<file path="src/rtl/tqrb_pkg.sv">
// ----------------------------------------------------------------------------
// tqrb_pkg
// Shared types and constants for the transmit queue with retry backoff.
// ----------------------------------------------------------------------------
package tqrb_pkg;

	localparam int CFG_INDEX_W = 3;
	localparam int CFG_DATA_W  = 12;
	localparam int DELAY_W     = 16;

	// event codes
	localparam logic [1:0] OP_ENQUEUE = 2'd0;
	localparam logic [1:0] OP_ACK     = 2'd1;
	localparam logic [1:0] OP_FAIL    = 2'd2;
	localparam logic [1:0] OP_TIMER   = 2'd3;

	// link outcome codes, anything else counts as refused
	localparam logic [1:0] LINK_ACCEPT = 2'd0;
	localparam logic [1:0] LINK_BUSY   = 2'd1;

	// configuration register indexes
	localparam logic [CFG_INDEX_W-1:0] REG_GIVE_UP_LIMIT = 3'd0;
	localparam logic [CFG_INDEX_W-1:0] REG_BASE_BACKOFF  = 3'd1;
	localparam logic [CFG_INDEX_W-1:0] REG_MAX_DOUBLINGS = 3'd2;
	localparam logic [CFG_INDEX_W-1:0] REG_BUSY_DELAY    = 3'd3;
	localparam logic [CFG_INDEX_W-1:0] REG_REFUSED_DELAY = 3'd4;

	// register reset values
	localparam logic [3:0]  RST_GIVE_UP_LIMIT = 4'd10;
	localparam logic [11:0] RST_BASE_BACKOFF  = 12'd250;
	localparam logic [2:0]  RST_MAX_DOUBLINGS = 3'd4;
	localparam logic [11:0] RST_BUSY_DELAY    = 12'd120;
	localparam logic [11:0] RST_REFUSED_DELAY = 12'd160;

	localparam logic [2:0] DOUBLING_CAP = 3'd4;

	typedef struct packed {
		logic capture;
		logic update;
		logic send;
	} cmd_t;

	typedef struct packed {
		logic skip_send;
	} status_t;

endpackage

</file>
<file path="src/rtl/tx_queue_retry_backoff.sv">
// ----------------------------------------------------------------------------
// tx_queue_retry_backoff
// Transmit request queue with one send in flight and exponential retry backoff.
// ----------------------------------------------------------------------------
// sequence: a failure event or a dropped enqueue goes from the update step
//   straight to the response; every other event passes the update and send steps
// handshake: the next request is taken in the cycle the response is taken;
//   no request is taken during the update and send steps
// reset: queue empty, nothing in flight, failure count zero, registers to
//   defaults; queue entries are not cleared and are never read before written
module tx_queue_retry_backoff #(
	parameter int QUEUE_DEPTH = 6
) (
	input  logic                                 clk,
	input  logic                                 arst_n,
	input  logic                                 cfg_we,
	input  logic [tqrb_pkg::CFG_INDEX_W-1:0]     cfg_index,
	input  logic [tqrb_pkg::CFG_DATA_W-1:0]      cfg_wdata,
	input  logic                                 req_valid,
	output logic                                 req_stall,
	input  logic [1:0]                           opcode,
	input  logic signed [31:0]                   request_code,
	input  logic signed [31:0]                   first_word,
	input  logic signed [31:0]                   second_word,
	input  logic                                 has_text,
	input  logic [1:0]                           link_status,
	output logic                                 rsp_valid,
	input  logic                                 rsp_stall,
	output logic                                 tx_valid,
	output logic signed [31:0]                   tx_request,
	output logic signed [31:0]                   tx_first,
	output logic signed [31:0]                   tx_second,
	output logic                                 tx_text,
	output logic [tqrb_pkg::DELAY_W-1:0]         retry_delay_ms,
	output logic                                 dropped_full,
	output logic                                 abandoned,
	output logic [2:0]                           queue_count
);

	tqrb_pkg::cmd_t    cmd;
	tqrb_pkg::status_t status;

	tqrb_ctrl u_ctrl (
		.clk       (clk),
		.arst_n    (arst_n),
		.req_valid (req_valid),
		.req_stall (req_stall),
		.rsp_valid (rsp_valid),
		.rsp_stall (rsp_stall),
		.status    (status),
		.cmd       (cmd)
	);

	tqrb_dpath #(
		.QUEUE_DEPTH (QUEUE_DEPTH)
	) u_dpath (
		.clk            (clk),
		.arst_n         (arst_n),
		.cmd            (cmd),
		.status         (status),
		.cfg_we         (cfg_we),
		.cfg_index      (cfg_index),
		.cfg_wdata      (cfg_wdata),
		.opcode         (opcode),
		.request_code   (request_code),
		.first_word     (first_word),
		.second_word    (second_word),
		.has_text       (has_text),
		.link_status    (link_status),
		.tx_valid       (tx_valid),
		.tx_request     (tx_request),
		.tx_first       (tx_first),
		.tx_second      (tx_second),
		.tx_text        (tx_text),
		.retry_delay_ms (retry_delay_ms),
		.dropped_full   (dropped_full),
		.abandoned      (abandoned),
		.queue_count    (queue_count)
	);

endmodule

</file>
<file path="src/rtl/tqrb_ctrl.sv">
// ----------------------------------------------------------------------------
// tqrb_ctrl
// Sequencer: takes a request, steps the datapath through update and, unless
// the update skips it, send, then holds the response until it is taken.
// ----------------------------------------------------------------------------
module tqrb_ctrl (
	input  logic              clk,
	input  logic              arst_n,
	input  logic              req_valid,
	output logic              req_stall,
	output logic              rsp_valid,
	input  logic              rsp_stall,
	input  tqrb_pkg::status_t status,
	output tqrb_pkg::cmd_t    cmd
);

	localparam logic [1:0] S_IDLE   = 2'd0;
	localparam logic [1:0] S_UPDATE = 2'd1;
	localparam logic [1:0] S_SEND   = 2'd2;
	localparam logic [1:0] S_OUT    = 2'd3;

	logic [1:0] state_q;
	logic [1:0] state_nxt;
	logic       accept;

	assign req_stall = !((state_q == S_IDLE) || ((state_q == S_OUT) && !rsp_stall));
	assign accept    = req_valid && !req_stall;
	assign rsp_valid = (state_q == S_OUT);

	assign cmd.capture = accept;
	assign cmd.update  = (state_q == S_UPDATE);
	assign cmd.send    = (state_q == S_SEND);

	always_comb begin
		state_nxt = state_q;
		unique case (state_q)
			S_IDLE: begin
				if (accept) begin
					state_nxt = S_UPDATE;
				end
			end
			S_UPDATE: begin
				state_nxt = status.skip_send ? S_OUT : S_SEND;
			end
			S_SEND: begin
				state_nxt = S_OUT;
			end
			S_OUT: begin
				if (!rsp_stall) begin
					state_nxt = accept ? S_UPDATE : S_IDLE;
				end
			end
			default: begin
				state_nxt = S_IDLE;
			end
		endcase
	end

	always_ff @(posedge clk or negedge arst_n) begin
		if (!arst_n) begin
			state_q <= S_IDLE;
		end else begin
			state_q <= state_nxt;
		end
	end

	a_accept_starts_update: assert property (@(posedge clk) disable iff (!arst_n)
		accept |=> state_q == S_UPDATE)
		else $error("accepted transfer did not start an update");

	a_rsp_after_work: assert property (@(posedge clk) disable iff (!arst_n)
		$rose(rsp_valid) |-> ($past(state_q) == S_UPDATE || $past(state_q) == S_SEND))
		else $error("response raised without update or send");

endmodule

</file>
<file path="src/rtl/tqrb_dpath.sv">
// ----------------------------------------------------------------------------
// tqrb_dpath
// Ring queue storage, head and count pointers, failure counter, backoff
// calculation, configuration registers and the response register.
// ----------------------------------------------------------------------------
module tqrb_dpath #(
	parameter int QUEUE_DEPTH = 6
) (
	input  logic                                       clk,
	input  logic                                       arst_n,
	input  tqrb_pkg::cmd_t                             cmd,
	output tqrb_pkg::status_t                          status,
	input  logic                                       cfg_we,
	input  logic [tqrb_pkg::CFG_INDEX_W-1:0]           cfg_index,
	input  logic [tqrb_pkg::CFG_DATA_W-1:0]            cfg_wdata,
	input  logic [1:0]                                 opcode,
	input  logic signed [31:0]                         request_code,
	input  logic signed [31:0]                         first_word,
	input  logic signed [31:0]                         second_word,
	input  logic                                       has_text,
	input  logic [1:0]                                 link_status,
	output logic                                       tx_valid,
	output logic signed [31:0]                         tx_request,
	output logic signed [31:0]                         tx_first,
	output logic signed [31:0]                         tx_second,
	output logic                                       tx_text,
	output logic [tqrb_pkg::DELAY_W-1:0]               retry_delay_ms,
	output logic                                       dropped_full,
	output logic                                       abandoned,
	output logic [2:0]                                 queue_count
);

	localparam int IDXW = (QUEUE_DEPTH > 1) ? $clog2(QUEUE_DEPTH) : 1;
	localparam int CNTW = $clog2(QUEUE_DEPTH + 1);
	localparam int SUMW = $clog2(2 * QUEUE_DEPTH);

	// captured request
	logic [1:0]         op_q;
	logic signed [31:0] code_q;
	logic signed [31:0] first_q;
	logic signed [31:0] second_q;
	logic               text_q;
	logic [1:0]         link_q;

	// configuration
	logic [3:0]  limit_q;
	logic [11:0] base_q;
	logic [2:0]  maxd_q;
	logic [11:0] busy_q;
	logic [11:0] refused_q;

	// queue storage
	logic signed [31:0] code_mem_q   [QUEUE_DEPTH];
	logic signed [31:0] first_mem_q  [QUEUE_DEPTH];
	logic signed [31:0] second_mem_q [QUEUE_DEPTH];
	logic               text_mem_q   [QUEUE_DEPTH];

	logic [IDXW-1:0] head_q;
	logic [CNTW-1:0] count_q;
	logic            in_flight_q;
	logic [3:0]      fail_q;

	logic                      full;
	logic                      empty;
	logic [SUMW-1:0]           tail_sum;
	logic [SUMW-1:0]           tail_wrap;
	logic [IDXW-1:0]           tail_idx;
	logic [IDXW-1:0]           head_nxt;
	logic [CNTW-1:0]           count_nxt;
	logic [4:0]                fail_inc;
	logic                      give_up;
	logic [3:0]                fail_new;
	logic [2:0]                dbl_cfg;
	logic [2:0]                dbl;
	logic [tqrb_pkg::DELAY_W-1:0] backoff;
	logic                      do_enq;
	logic                      do_pop;
	logic                      send_try;
	logic                      send_ok;

	always_comb begin
		full      = (count_q == CNTW'(QUEUE_DEPTH));
		empty     = (count_q == '0);
		tail_sum  = SUMW'(head_q) + SUMW'(count_q);
		tail_wrap = (tail_sum >= SUMW'(QUEUE_DEPTH)) ? tail_sum - SUMW'(QUEUE_DEPTH) : tail_sum;
		tail_idx  = IDXW'(tail_wrap);
		head_nxt  = (head_q == IDXW'(QUEUE_DEPTH - 1)) ? '0 : head_q + IDXW'(1);

		fail_inc = {1'b0, fail_q} + 5'd1;
		give_up  = (fail_inc > {1'b0, limit_q});
		fail_new = give_up ? 4'd0 : fail_inc[3:0];
		dbl_cfg  = (fail_new > {1'b0, maxd_q}) ? maxd_q : fail_new[2:0];
		dbl      = (dbl_cfg > tqrb_pkg::DOUBLING_CAP) ? tqrb_pkg::DOUBLING_CAP : dbl_cfg;
		backoff  = {4'd0, base_q} << dbl;

		do_enq = (op_q == tqrb_pkg::OP_ENQUEUE) && !full;
		do_pop = !empty && ((op_q == tqrb_pkg::OP_ACK) ||
			((op_q == tqrb_pkg::OP_FAIL) && give_up));

		count_nxt = count_q;
		if (do_enq) begin
			count_nxt = count_q + CNTW'(1);
		end
		if (do_pop) begin
			count_nxt = count_q - CNTW'(1);
		end

		// evaluated in the send step, after the update has landed
		send_try = !in_flight_q && !empty;
		send_ok  = send_try && (link_q == tqrb_pkg::LINK_ACCEPT);

		status.skip_send = (op_q == tqrb_pkg::OP_FAIL) ||
			((op_q == tqrb_pkg::OP_ENQUEUE) && full);
	end

	always_ff @(posedge clk) begin
		if (cmd.capture) begin
			op_q     <= opcode;
			code_q   <= request_code;
			first_q  <= first_word;
			second_q <= second_word;
			text_q   <= has_text;
			link_q   <= link_status;
		end
		if (cmd.update && do_enq) begin
			code_mem_q[tail_idx]   <= code_q;
			first_mem_q[tail_idx]  <= first_q;
			second_mem_q[tail_idx] <= second_q;
			text_mem_q[tail_idx]   <= text_q;
		end
	end

	always_ff @(posedge clk or negedge arst_n) begin
		if (!arst_n) begin
			limit_q   <= tqrb_pkg::RST_GIVE_UP_LIMIT;
			base_q    <= tqrb_pkg::RST_BASE_BACKOFF;
			maxd_q    <= tqrb_pkg::RST_MAX_DOUBLINGS;
			busy_q    <= tqrb_pkg::RST_BUSY_DELAY;
			refused_q <= tqrb_pkg::RST_REFUSED_DELAY;
		end else if (cfg_we) begin
			unique case (cfg_index)
				tqrb_pkg::REG_GIVE_UP_LIMIT: limit_q   <= cfg_wdata[3:0];
				tqrb_pkg::REG_BASE_BACKOFF:  base_q    <= cfg_wdata;
				tqrb_pkg::REG_MAX_DOUBLINGS: maxd_q    <= cfg_wdata[2:0];
				tqrb_pkg::REG_BUSY_DELAY:    busy_q    <= cfg_wdata;
				tqrb_pkg::REG_REFUSED_DELAY: refused_q <= cfg_wdata;
				default: begin
				end
			endcase
		end
	end

	always_ff @(posedge clk or negedge arst_n) begin
		if (!arst_n) begin
			head_q      <= '0;
			count_q     <= '0;
			in_flight_q <= 1'b0;
			fail_q      <= 4'd0;
		end else if (cmd.update) begin
			if ((op_q == tqrb_pkg::OP_ACK) || (op_q == tqrb_pkg::OP_FAIL)) begin
				in_flight_q <= 1'b0;
			end
			if (do_pop) begin
				head_q <= head_nxt;
			end
			count_q <= count_nxt;
			if (op_q == tqrb_pkg::OP_FAIL) begin
				fail_q <= fail_new;
			end else if (do_pop) begin
				fail_q <= 4'd0;
			end
		end else if (cmd.send && send_ok) begin
			in_flight_q <= 1'b1;
		end
	end

	// response register, written in the update and send steps, held until the next update
	always_ff @(posedge clk or negedge arst_n) begin
		if (!arst_n) begin
			tx_valid       <= 1'b0;
			tx_request     <= '0;
			tx_first       <= '0;
			tx_second      <= '0;
			tx_text        <= 1'b0;
			retry_delay_ms <= '0;
			dropped_full   <= 1'b0;
			abandoned      <= 1'b0;
			queue_count    <= '0;
		end else if (cmd.update) begin
			tx_valid       <= 1'b0;
			tx_request     <= '0;
			tx_first       <= '0;
			tx_second      <= '0;
			tx_text        <= 1'b0;
			retry_delay_ms <= (op_q == tqrb_pkg::OP_FAIL) ? backoff : '0;
			dropped_full   <= (op_q == tqrb_pkg::OP_ENQUEUE) && full;
			abandoned      <= (op_q == tqrb_pkg::OP_FAIL) && give_up && !empty;
			queue_count    <= 3'(count_nxt);
		end else if (cmd.send && send_try) begin
			if (link_q == tqrb_pkg::LINK_BUSY) begin
				retry_delay_ms <= tqrb_pkg::DELAY_W'(busy_q);
			end else if (link_q != tqrb_pkg::LINK_ACCEPT) begin
				retry_delay_ms <= tqrb_pkg::DELAY_W'(refused_q);
			end else begin
				tx_valid   <= 1'b1;
				tx_request <= code_mem_q[head_q];
				tx_first   <= first_mem_q[head_q];
				tx_second  <= second_mem_q[head_q];
				tx_text    <= text_mem_q[head_q];
			end
		end
	end

	a_count_bound: assert property (@(posedge clk) disable iff (!arst_n)
		count_q <= CNTW'(QUEUE_DEPTH))
		else $error("queue count beyond depth");

	a_send_sets_flight: assert property (@(posedge clk) disable iff (!arst_n)
		(cmd.send && send_ok) |=> (in_flight_q && tx_valid))
		else $error("transfer to link without in-flight mark");

	a_abandon_clears_fail: assert property (@(posedge clk) disable iff (!arst_n)
		abandoned |-> (fail_q == 4'd0))
		else $error("abandoned head left a failure count");

endmodule

</file>
<file path="config.mk">
export PLATFORM = sky130hd
export DESIGN_NAME = tx_queue_retry_backoff
export DESIGN_NICKNAME = d
export VERILOG_FILES = /design/src/rtl/tqrb_pkg.sv /design/src/rtl/tx_queue_retry_backoff.sv /design/src/rtl/tqrb_ctrl.sv /design/src/rtl/tqrb_dpath.sv
export SDC_FILE = /design/constraint.sdc
export NUM_CORES = 1
export LEC_CHECK = 0
export ABC_AREA = 0
export ABC_CLOCK_PERIOD_IN_PS = 11700
export BUFFER_PORTS_ARGS = -buffer_cell sky130_fd_sc_hd__buf_4
export CORE_UTILIZATION = 55
export DETAILED_ROUTE_END_ITERATION = 10
export HOLD_SLACK_MARGIN = 0.12
export PLACE_DENSITY = 0.78
export SLEW_MARGIN = 20
export SYNTH_ARGS = -nofsm -noshare
export SYNTH_HDL_FRONTEND = slang
export SYNTH_SLANG_ARGS = --single-unit
</file>
<file path="constraint.sdc">
create_clock -name clk -period 11.7 [get_ports clk]
set_input_delay 1.17 -clock clk [delete_from_list [all_inputs] [get_ports clk]]
set_output_delay 1.17 -clock clk [all_outputs]
set_load 0.03 [all_outputs]
</file>
Word level (Yosys, flattened, before mapping) --
Memory sizes are Yosys's and may differ from the RTL's. Cells that the tools add are included.
Word-level totals: bits in registers 273, bits in writable memories 582, bits of input ports 121, output and inout bits 121, word-level logic and storage cells 144, memories kept 4
Memories:
- u_dpath.code_mem_q | depth 6, width 32, rd ports 1, clocked after memory_dff 0, wr ports 1, line tqrb_dpath.sv:53 | logic signed [31:0] code_mem_q [QUEUE_DEPTH];
- u_dpath.first_mem_q | depth 6, width 32, rd ports 1, clocked after memory_dff 0, wr ports 1, line tqrb_dpath.sv:54 | logic signed [31:0] first_mem_q [QUEUE_DEPTH];
- u_dpath.second_mem_q | depth 6, width 32, rd ports 1, clocked after memory_dff 0, wr ports 1, line tqrb_dpath.sv:55 | logic signed [31:0] second_mem_q [QUEUE_DEPTH];
- u_dpath.text_mem_q | depth 6, width 1, rd ports 1, clocked after memory_dff 0, wr ports 1, line tqrb_dpath.sv:56 | logic text_mem_q [QUEUE_DEPTH];
Cells by class: add/sub/neg operators 6, $lt $le $gt $ge 4, eq/ne operators 17, shifts and indexed selects 1, mux-type cells 44, reductions and logical operators 44
Operators with widths (count):
- two-way mux 32 bit | 12
- two-way mux 16 bit | 5
- AND reduction 2 bit | 11
- two-way mux 3 bit | 6
- << shifter 12 x 3 -> 16 bit | 1
- two-way mux 1 bit | 15
- logical AND 1 bit | 12
- two-way mux 4 bit | 3
- nonzero test 2 bit | 5
- == test 3 bit, second input constant | 3
- case mux 2 bit (4 select lines) | 1
- adder 3 x 1 -> 3 bit, second input constant | 2
- == test 2 x 1 -> 1 bit, second input constant | 3
- == test 2 bit, second input constant | 3
- == test 3 x 2 -> 1 bit, second input constant | 2
- zero test 2 bit | 3
- zero test 3 bit | 2
- inequality test 2 x 1 -> 1 bit, second input constant | 3
- adder 4 x 1 -> 5 bit, second input constant | 1
- > comparator 5 x 4 -> 1 bit | 1
- zero test 1 bit | 5
- adder 3 x 3 -> 4 bit | 1
- greater-or-equal comparator 4 x 3 -> 1 bit, second input constant | 1
- > comparator 4 x 3 -> 1 bit | 1
- 9 further kinds | 14

Depth between registers and ports, before layout --
depth in word-level cells 10, gate-level depth with buffers 20, depth with buffers taken out 18

Modules after synthesis --
From an unflattened synthesis, not the netlist that was laid out.
Second synthesis, totals: cell total of the unflattened synthesis 1853, area, all modules 32792.7 µm²
By module, submodules not included:
- tqrb_dpath | times used 1, cells each 1833, area an instance 32595.0 µm², seq. area each 24782.5 µm²
- tqrb_ctrl | times used 1, cells each 20, area an instance 197.7 µm², seq. area each 50.0 µm²

Least setup slack after synthesis --
OpenSTA, ideal clock, no wires.
path type reg2reg, from reg, netlist name u_dpath.queue_count[0], to mem u_dpath.code_mem_q[0][0] (enable), library setup time 0.671 ns, arrival 8.157 ns, data required time 11.029 ns, path slack 2.871 ns, stages on the path, launching flop included 6, path buffers 0, clock period less this slack 8.829 ns, cells stage by stage dfrtp_1 ha_1 fa_1 xnor2_1 mux2i_1 nor3_1
RTL lines (line):
- end, declared | tqrb_dpath.sv:53

Worst setup path in the final report --
from reg u_dpath.fail_q[0], to reg u_dpath.retry_delay_ms[6] (netlist bit)
On the way: word-level cells in the longest chain between the ends 10
RTL lines:
- start, declared | line tqrb_dpath.sv:61 | logic [3:0] fail_q;
- start signal, assigned | line tqrb_dpath.sv:168 | fail_q <= fail_new;
- adder 4 x 1 -> 5 bit (*) | line tqrb_dpath.sv:89 | fail_inc = {1'b0, fail_q} + 5'd1;
- > comparator 5 x 4 -> 1 bit | line tqrb_dpath.sv:90 | give_up = (fail_inc > {1'b0, limit_q});
- two-way mux 4 bit (*) | line tqrb_dpath.sv:91 | fail_new = give_up ? 4'd0 : fail_inc[3:0];
- > comparator 4 x 3 -> 1 bit | line tqrb_dpath.sv:92 | dbl_cfg = (fail_new > {1'b0, maxd_q}) ? maxd_q : fail_new[2:0];
- two-way mux 3 bit (*) | line tqrb_dpath.sv:92
- > comparator 3 bit | line tqrb_dpath.sv:93 | dbl = (dbl_cfg > tqrb_pkg::DOUBLING_CAP) ? tqrb_pkg::DOUBLING_CAP : dbl_cfg;
- two-way mux 3 bit (*) | line tqrb_dpath.sv:93
- << shifter 12 x 3 -> 16 bit (*) | line tqrb_dpath.sv:94 | backoff = {4'd0, base_q} << dbl;
- two-way mux 16 bit (*) | line tqrb_dpath.sv:195 | retry_delay_ms <= (op_q == tqrb_pkg::OP_FAIL) ? backoff : '0;
- two-way mux 16 bit (*) | line tqrb_dpath.sv:189 | end else if (cmd.update) begin
- end signal, assigned | line tqrb_dpath.sv:195
- end signal, assigned | line tqrb_dpath.sv:201 | retry_delay_ms <= tqrb_pkg::DELAY_W'(busy_q);
- end signal, assigned | line tqrb_dpath.sv:203 | retry_delay_ms <= tqrb_pkg::DELAY_W'(refused_q);
- end, declared | line tqrb_dpath.sv:27 | output logic [tqrb_pkg::DELAY_W-1:0] retry_delay_ms,
Mark *: on every way between the ends. The rest lies on a longest branch, timed or not. A chain may end at the register's enable or synchronous reset.

==> metrics.txt <==
# TYPE chip_impl_metric gauge
chip_impl_metric{name="timing.final.crit_share",unit="%"} 39.5
chip_impl_metric{name="clk_transition_reported_paths",unit="ns"} 0.06
chip_impl_info{name="cts_tree",value="built"} 1
chip_impl_metric{name="synthDistinctLibCells",unit=""} 73
chip_impl_info{name="layout_commonest_cell",value="edfxtp_1"} 1
chip_impl_metric{name="die-area",unit="µm²"} 60600
chip_impl_metric{name="drt-initial-drc-count",unit=""} 1685
chip_impl_metric{name="dieWidth",unit="µm"} 246
chip_impl_metric{name="detail_route.drc_violations",unit=""} 0
chip_impl_metric{name="fin_worst_skew",unit="ns"} 0.0208
chip_impl_metric{name="fp.dieH",unit="µm"} 246
chip_impl_info{name="status",value="finished clean"} 1
chip_impl_metric{name="placement.cell_area",unit="µm²"} 35400
chip_impl_metric{name="drv.max_cap_violation_count",unit=""} 0
chip_impl_metric{name="synth-edff-count",unit=""} 683
chip_impl_info{name="crit_path_start",value="u_dpath.fail_q[0]"} 1
chip_impl_metric{name="effective_utilization_at_floorplan",unit="%"} 55.7
chip_impl_info{name="grt-busiest-layer",value="met2"} 1
chip_impl_metric{name="routed_wirelength",unit="mm"} 72.5
chip_impl_info{name="grt_setup_unrepaired",value="false"} 1
chip_impl_metric{name="place.detailed.hpwl",unit="mm"} 42.4
chip_impl_metric{name="post-layout-total-power",unit="mW"} 9.27
chip_impl_metric{name="post_route_cell_area",unit="µm²"} 38100
chip_impl_info{name="synth_top_family_by_area",value="multiplexers"} 1
chip_impl_metric{name="placedCellCount",unit=""} 2810
chip_impl_metric{name="synth_area_in_adders",unit="%"} 0.847
chip_impl_metric{name="sequential_cell_area",unit="µm²"} 24800
chip_impl_info{name="clockRootBuffer",value="clkbuf_16"} 1
chip_impl_metric{name="seq_power_share",unit="%"} 45.0
chip_impl_info{name="layout_common_cells",value="683 x edfxtp_1, 268 x buf_4, 210 x nor2_1, 154 x dfrtp_1, 116 x a21oi_1"} 1
chip_impl_metric{name="synth-xor-area-share",unit="%"} 0.206
chip_impl_metric{name="postSynthCellCount",unit=""} 1874
chip_impl_metric{name="cts_setup_buffers",unit=""} 0
chip_impl_metric{name="post_route_hold_slack",unit="ns"} 0.509
chip_impl_metric{name="power.switching_fraction",unit="%"} 31.4
chip_impl_metric{name="final_layout_setup_total_negative_slack",unit="ns"} 0
chip_impl_metric{name="rd_place_congestion",unit=""} 0.895
chip_impl_metric{name="synth-compound-area-share",unit="%"} 5.91
chip_impl_metric{name="synthesis.yosys.warnings",unit=""} 0
chip_impl_metric{name="worstPathRequired",unit="ns"} 12.20
chip_impl_metric{name="flow.area_growth_from_synthesis",unit="%"} 16.3
chip_impl_metric{name="yosysSeqAreaShare",unit="%"} 75.7
chip_impl_metric{name="max_clock_freq",unit="MHz"} 216
chip_impl_metric{name="clock_latency",unit="ns"} 0.61
chip_impl_metric{name="final_antenna_net_count",unit=""} 0
chip_impl_metric{name="met1_usage",unit="%"} 32.0
chip_impl_metric{name="cts_buffers",unit=""} 84
chip_impl_metric{name="num_io_pins",unit=""} 242
chip_impl_metric{name="buffer_ports.inserted",unit=""} 241
chip_impl_metric{name="cts_buffer_depth",unit=""} 3
chip_impl_metric{name="post_cts_resized",unit=""} 0
chip_impl_metric{name="postSynthAreaPerCell",unit="µm²"} 17.5
chip_impl_metric{name="share_of_cells_above_drive_strength_1",unit="%"} 26.7
chip_impl_metric{name="power.density_cell_area",unit="nW/µm²"} 243
chip_impl_metric{name="critical_path_maximum_fanout",unit=""} 21
chip_impl_metric{name="wire_length_of_the_first_global_routing_pass",unit="mm"} 110
chip_impl_metric{name="total_nets_after_synthesis",unit=""} 2016
chip_impl_info{name="worst_setup_path_start_kind",value="flip-flop"} 1
chip_impl_metric{name="fin_cells",unit=""} 2965
chip_impl_metric{name="grt_util_met2",unit="%"} 40.7
chip_impl_info{name="min_from",value="u_dpath.busy_q[9]"} 1
chip_impl_metric{name="drt-pass1-iter-count",unit=""} 5
chip_impl_metric{name="switchingPower",unit="mW"} 2.91
chip_impl_metric{name="cts-hold-fix-buffers",unit=""} 0
chip_impl_metric{name="numClockSinks",unit=""} 855
chip_impl_metric{name="routed_wirelength_normalized_by_instance_count",unit="µm"} 24.5
chip_impl_metric{name="worst_ir_drop_vdd",unit="mV"} 0.173
chip_impl_metric{name="setup_viol",unit=""} 0
chip_impl_metric{name="post-route-util",unit="%"} 64.7
chip_impl_metric{name="grt_max_degree",unit=""} 88
chip_impl_metric{name="grt_remaining_overflow",unit=""} 0
chip_impl_metric{name="ys_seq_elements",unit=""} 855
chip_impl_metric{name="power_report.internal_total",unit="mW"} 6.36
chip_impl_metric{name="coreArea",unit="µm²"} 58900
chip_impl_metric{name="critPathArrivalTime",unit="ns"} 5.12
chip_impl_info{name="min_path_type",value="flip-flop to flip-flop"} 1
chip_impl_metric{name="num_rows",unit=""} 89
chip_impl_metric{name="gr-usage-met3",unit="%"} 4.71
chip_impl_metric{name="post_synth_and_or_nand_nor_area_fraction",unit="%"} 4.20
chip_impl_metric{name="slew_hr",unit="%"} 28.7
chip_impl_metric{name="antenna_found_initial",unit=""} 1
chip_impl_metric{name="multi_input_comb_area",unit="µm²"} 7450
chip_impl_info{name="criticalPathCategory",value="flip-flop to flip-flop"} 1
chip_impl_metric{name="post_synthesis_cell_area",unit="µm²"} 32800
chip_impl_metric{name="dp_worst_setup_slack",unit="ns"} 7.12
chip_impl_metric{name="timing_hold_violations_final",unit=""} 0
chip_impl_metric{name="dr_vias",unit=""} 17800
chip_impl_metric{name="tightestPinTransition",unit="ns"} 1.07
chip_impl_metric{name="htreeDepth",unit=""} 3
chip_impl_metric{name="design.final.nets",unit=""} 2265
chip_impl_metric{name="synth.area.mux_share",unit="%"} 11.4
chip_impl_metric{name="share_clk_of_total_power",unit="%"} 28.8
chip_impl_metric{name="total_leakage_power",unit="nW"} 14.0
chip_impl_metric{name="finalWorstPathRequiredPeriod",unit="ns"} 4.63
chip_impl_metric{name="route.detailed.vias_per_inst",unit=""} 6.00
chip_impl_metric{name="num_antenna_cells",unit=""} 0
chip_impl_metric{name="fillCellCount",unit=""} 3811
chip_impl_metric{name="postSynth.asyncResetShare",unit="%"} 20.1
chip_impl_info{name="worst_r2r_startpoint",value="u_dpath.fail_q[0]"} 1
chip_impl_metric{name="p_comb_share",unit="%"} 26.2
chip_impl_metric{name="grt_usage",unit="%"} 24.4
chip_impl_metric{name="slew_viol_final",unit=""} 0
chip_impl_info{name="synth_ff_type",value="edfxtp_1"} 1
chip_impl_metric{name="finalWorstSetupSlack",unit="ns"} 7.07
chip_impl_metric{name="grt_pass1_vias",unit=""} 18500
chip_impl_info{name="crit_path_end_kind",value="flip-flop"} 1
## logic make-up (layout without fill, tap and decap cells)
group	count (synthesis)	after routing
AOI/OAI and AO/OA	294	294
xor gates and xnor gates	6	6
adders and majority gates	21	21
buffers and inverters	131	449
DFF	855	855
muxes	246	246
and+or+nand+nor	321	321
## critical path, stage by stage, from the launching register on
cell and delay [ns]:
dfrtp_1 0.48, ha_1 0.30, xnor2_2 0.30, inv_2 0.08, ha_1 0.31, nand4b_1 0.11
and3_4 0.23, nor2_1 0.06, nor2_1 0.19, nand2_1 0.11, inv_1 0.07, ha_1 0.24
a211oi_2 0.41, o21ai_2 0.14, o211ai_4 0.63, mux2_4 0.36, a21o_1 0.18, o32a_1 0.34
## power groups by stage
stage               clock network, mW  logic [mW]  registers, mW
global placement                    0        2.38           4.19
detailed placement                  0        2.43           4.23
global route                     2.83        2.62           4.21
CTS                              2.71        2.45           4.17
finish                           2.67        2.43           4.17
floorplan                           0        1.65           4.28
## final cells by class
| class | count | share of cell area, % |
|---|---|---|
| Sequential cell | 855 | 65.1 |
| Multi-Input combinational cell | 888 | 19.5 |
| Clock inverter | 35 | 0.889 |
| Timing Repair Buffer | 269 | 5.31 |
| Clock buffer | 120 | 6.32 |
| Inverter | 25 | 0.246 |
| Tap cell | 773 | 2.54 |
## final timing paths
| check | end | slack (ns) | cells past startpoint |
|---|---|---|---|
| setup / recovery | u_dpath.retry_delay_ms[6] | 7.07 | 17 |
| min in group asynchronous | u_dpath.retry_delay_ms[11] | 0.54 | 1 |
| setup reg to reg | u_dpath.retry_delay_ms[6] | 7.07 | 17 |
| max in group asynchronous | u_dpath.tx_request[12] | 9.12 | 3 |
| hold reg to reg | u_dpath.busy_q[9] | 0.51 | 1 |
| hold / removal | u_dpath.busy_q[9] | 0.51 | 1 |
## layer usage
metal / up-vias / part of all wire [%]
met5: - / 0.015
met4: 2 / 2.8
met3: 117 / 7.0
met2: 680 / 50
met1: 9198 / 40
li1: 7781 / -
## cell usage after synthesis, drive strengths merged (3+ instances only)
master / number / area share, %
nand2: 50 / 0.60
mux4: 97 / 6.7
dfrtp: 157 / 12
and3: 6 / 0.13
o22a: 3 / 0.080
nand3: 11 / 0.18
a31oi: 4 / 0.076
ha: 19 / 0.73
o21ai: 22 / 0.38
a21oi: 118 / 1.8
o211ai: 5 / 0.17
xnor2: 5 / 0.18
a211oi: 102 / 2.4
buf: 48 / 0.76
mux2i: 109 / 3.3
or2: 3 / 0.057
dfstp: 15 / 1.2
o22ai: 10 / 0.21
nor3: 17 / 0.35
nor2b: 8 / 0.15
inv: 25 / 0.29
mux2: 40 / 1.4
o31ai: 6 / 0.14
nor2: 214 / 2.5
edfxtp: 683 / 63
or3: 5 / 0.11
a311oi: 3 / 0.080
a21o: 4 / 0.092
clkbuf: 58 / 0.66
## flip-flops by register name, summed over array words and instances (netlist names), 2 cells and up
name / flops
u_dpath.tx_first: 32
u_ctrl.state_q: 2
u_dpath.op_q: 2
u_dpath.second_mem_q: 192
u_dpath.link_q: 2
u_dpath.second_q: 32
u_dpath.code_mem_q: 192
u_dpath.queue_count: 3
u_dpath.limit_q: 4
u_dpath.tx_second: 32
u_dpath.text_mem_q: 6
u_dpath.first_mem_q: 192
u_dpath.fail_q: 4
u_dpath.tx_request: 32
u_dpath.refused_q: 12
u_dpath.busy_q: 12
u_dpath.maxd_q: 3
u_dpath.retry_delay_ms: 16
u_dpath.first_q: 32
u_dpath.head_q: 3
u_dpath.code_q: 32
u_dpath.base_q: 12
Note: power is estimated with default switching activity, not from simulation.
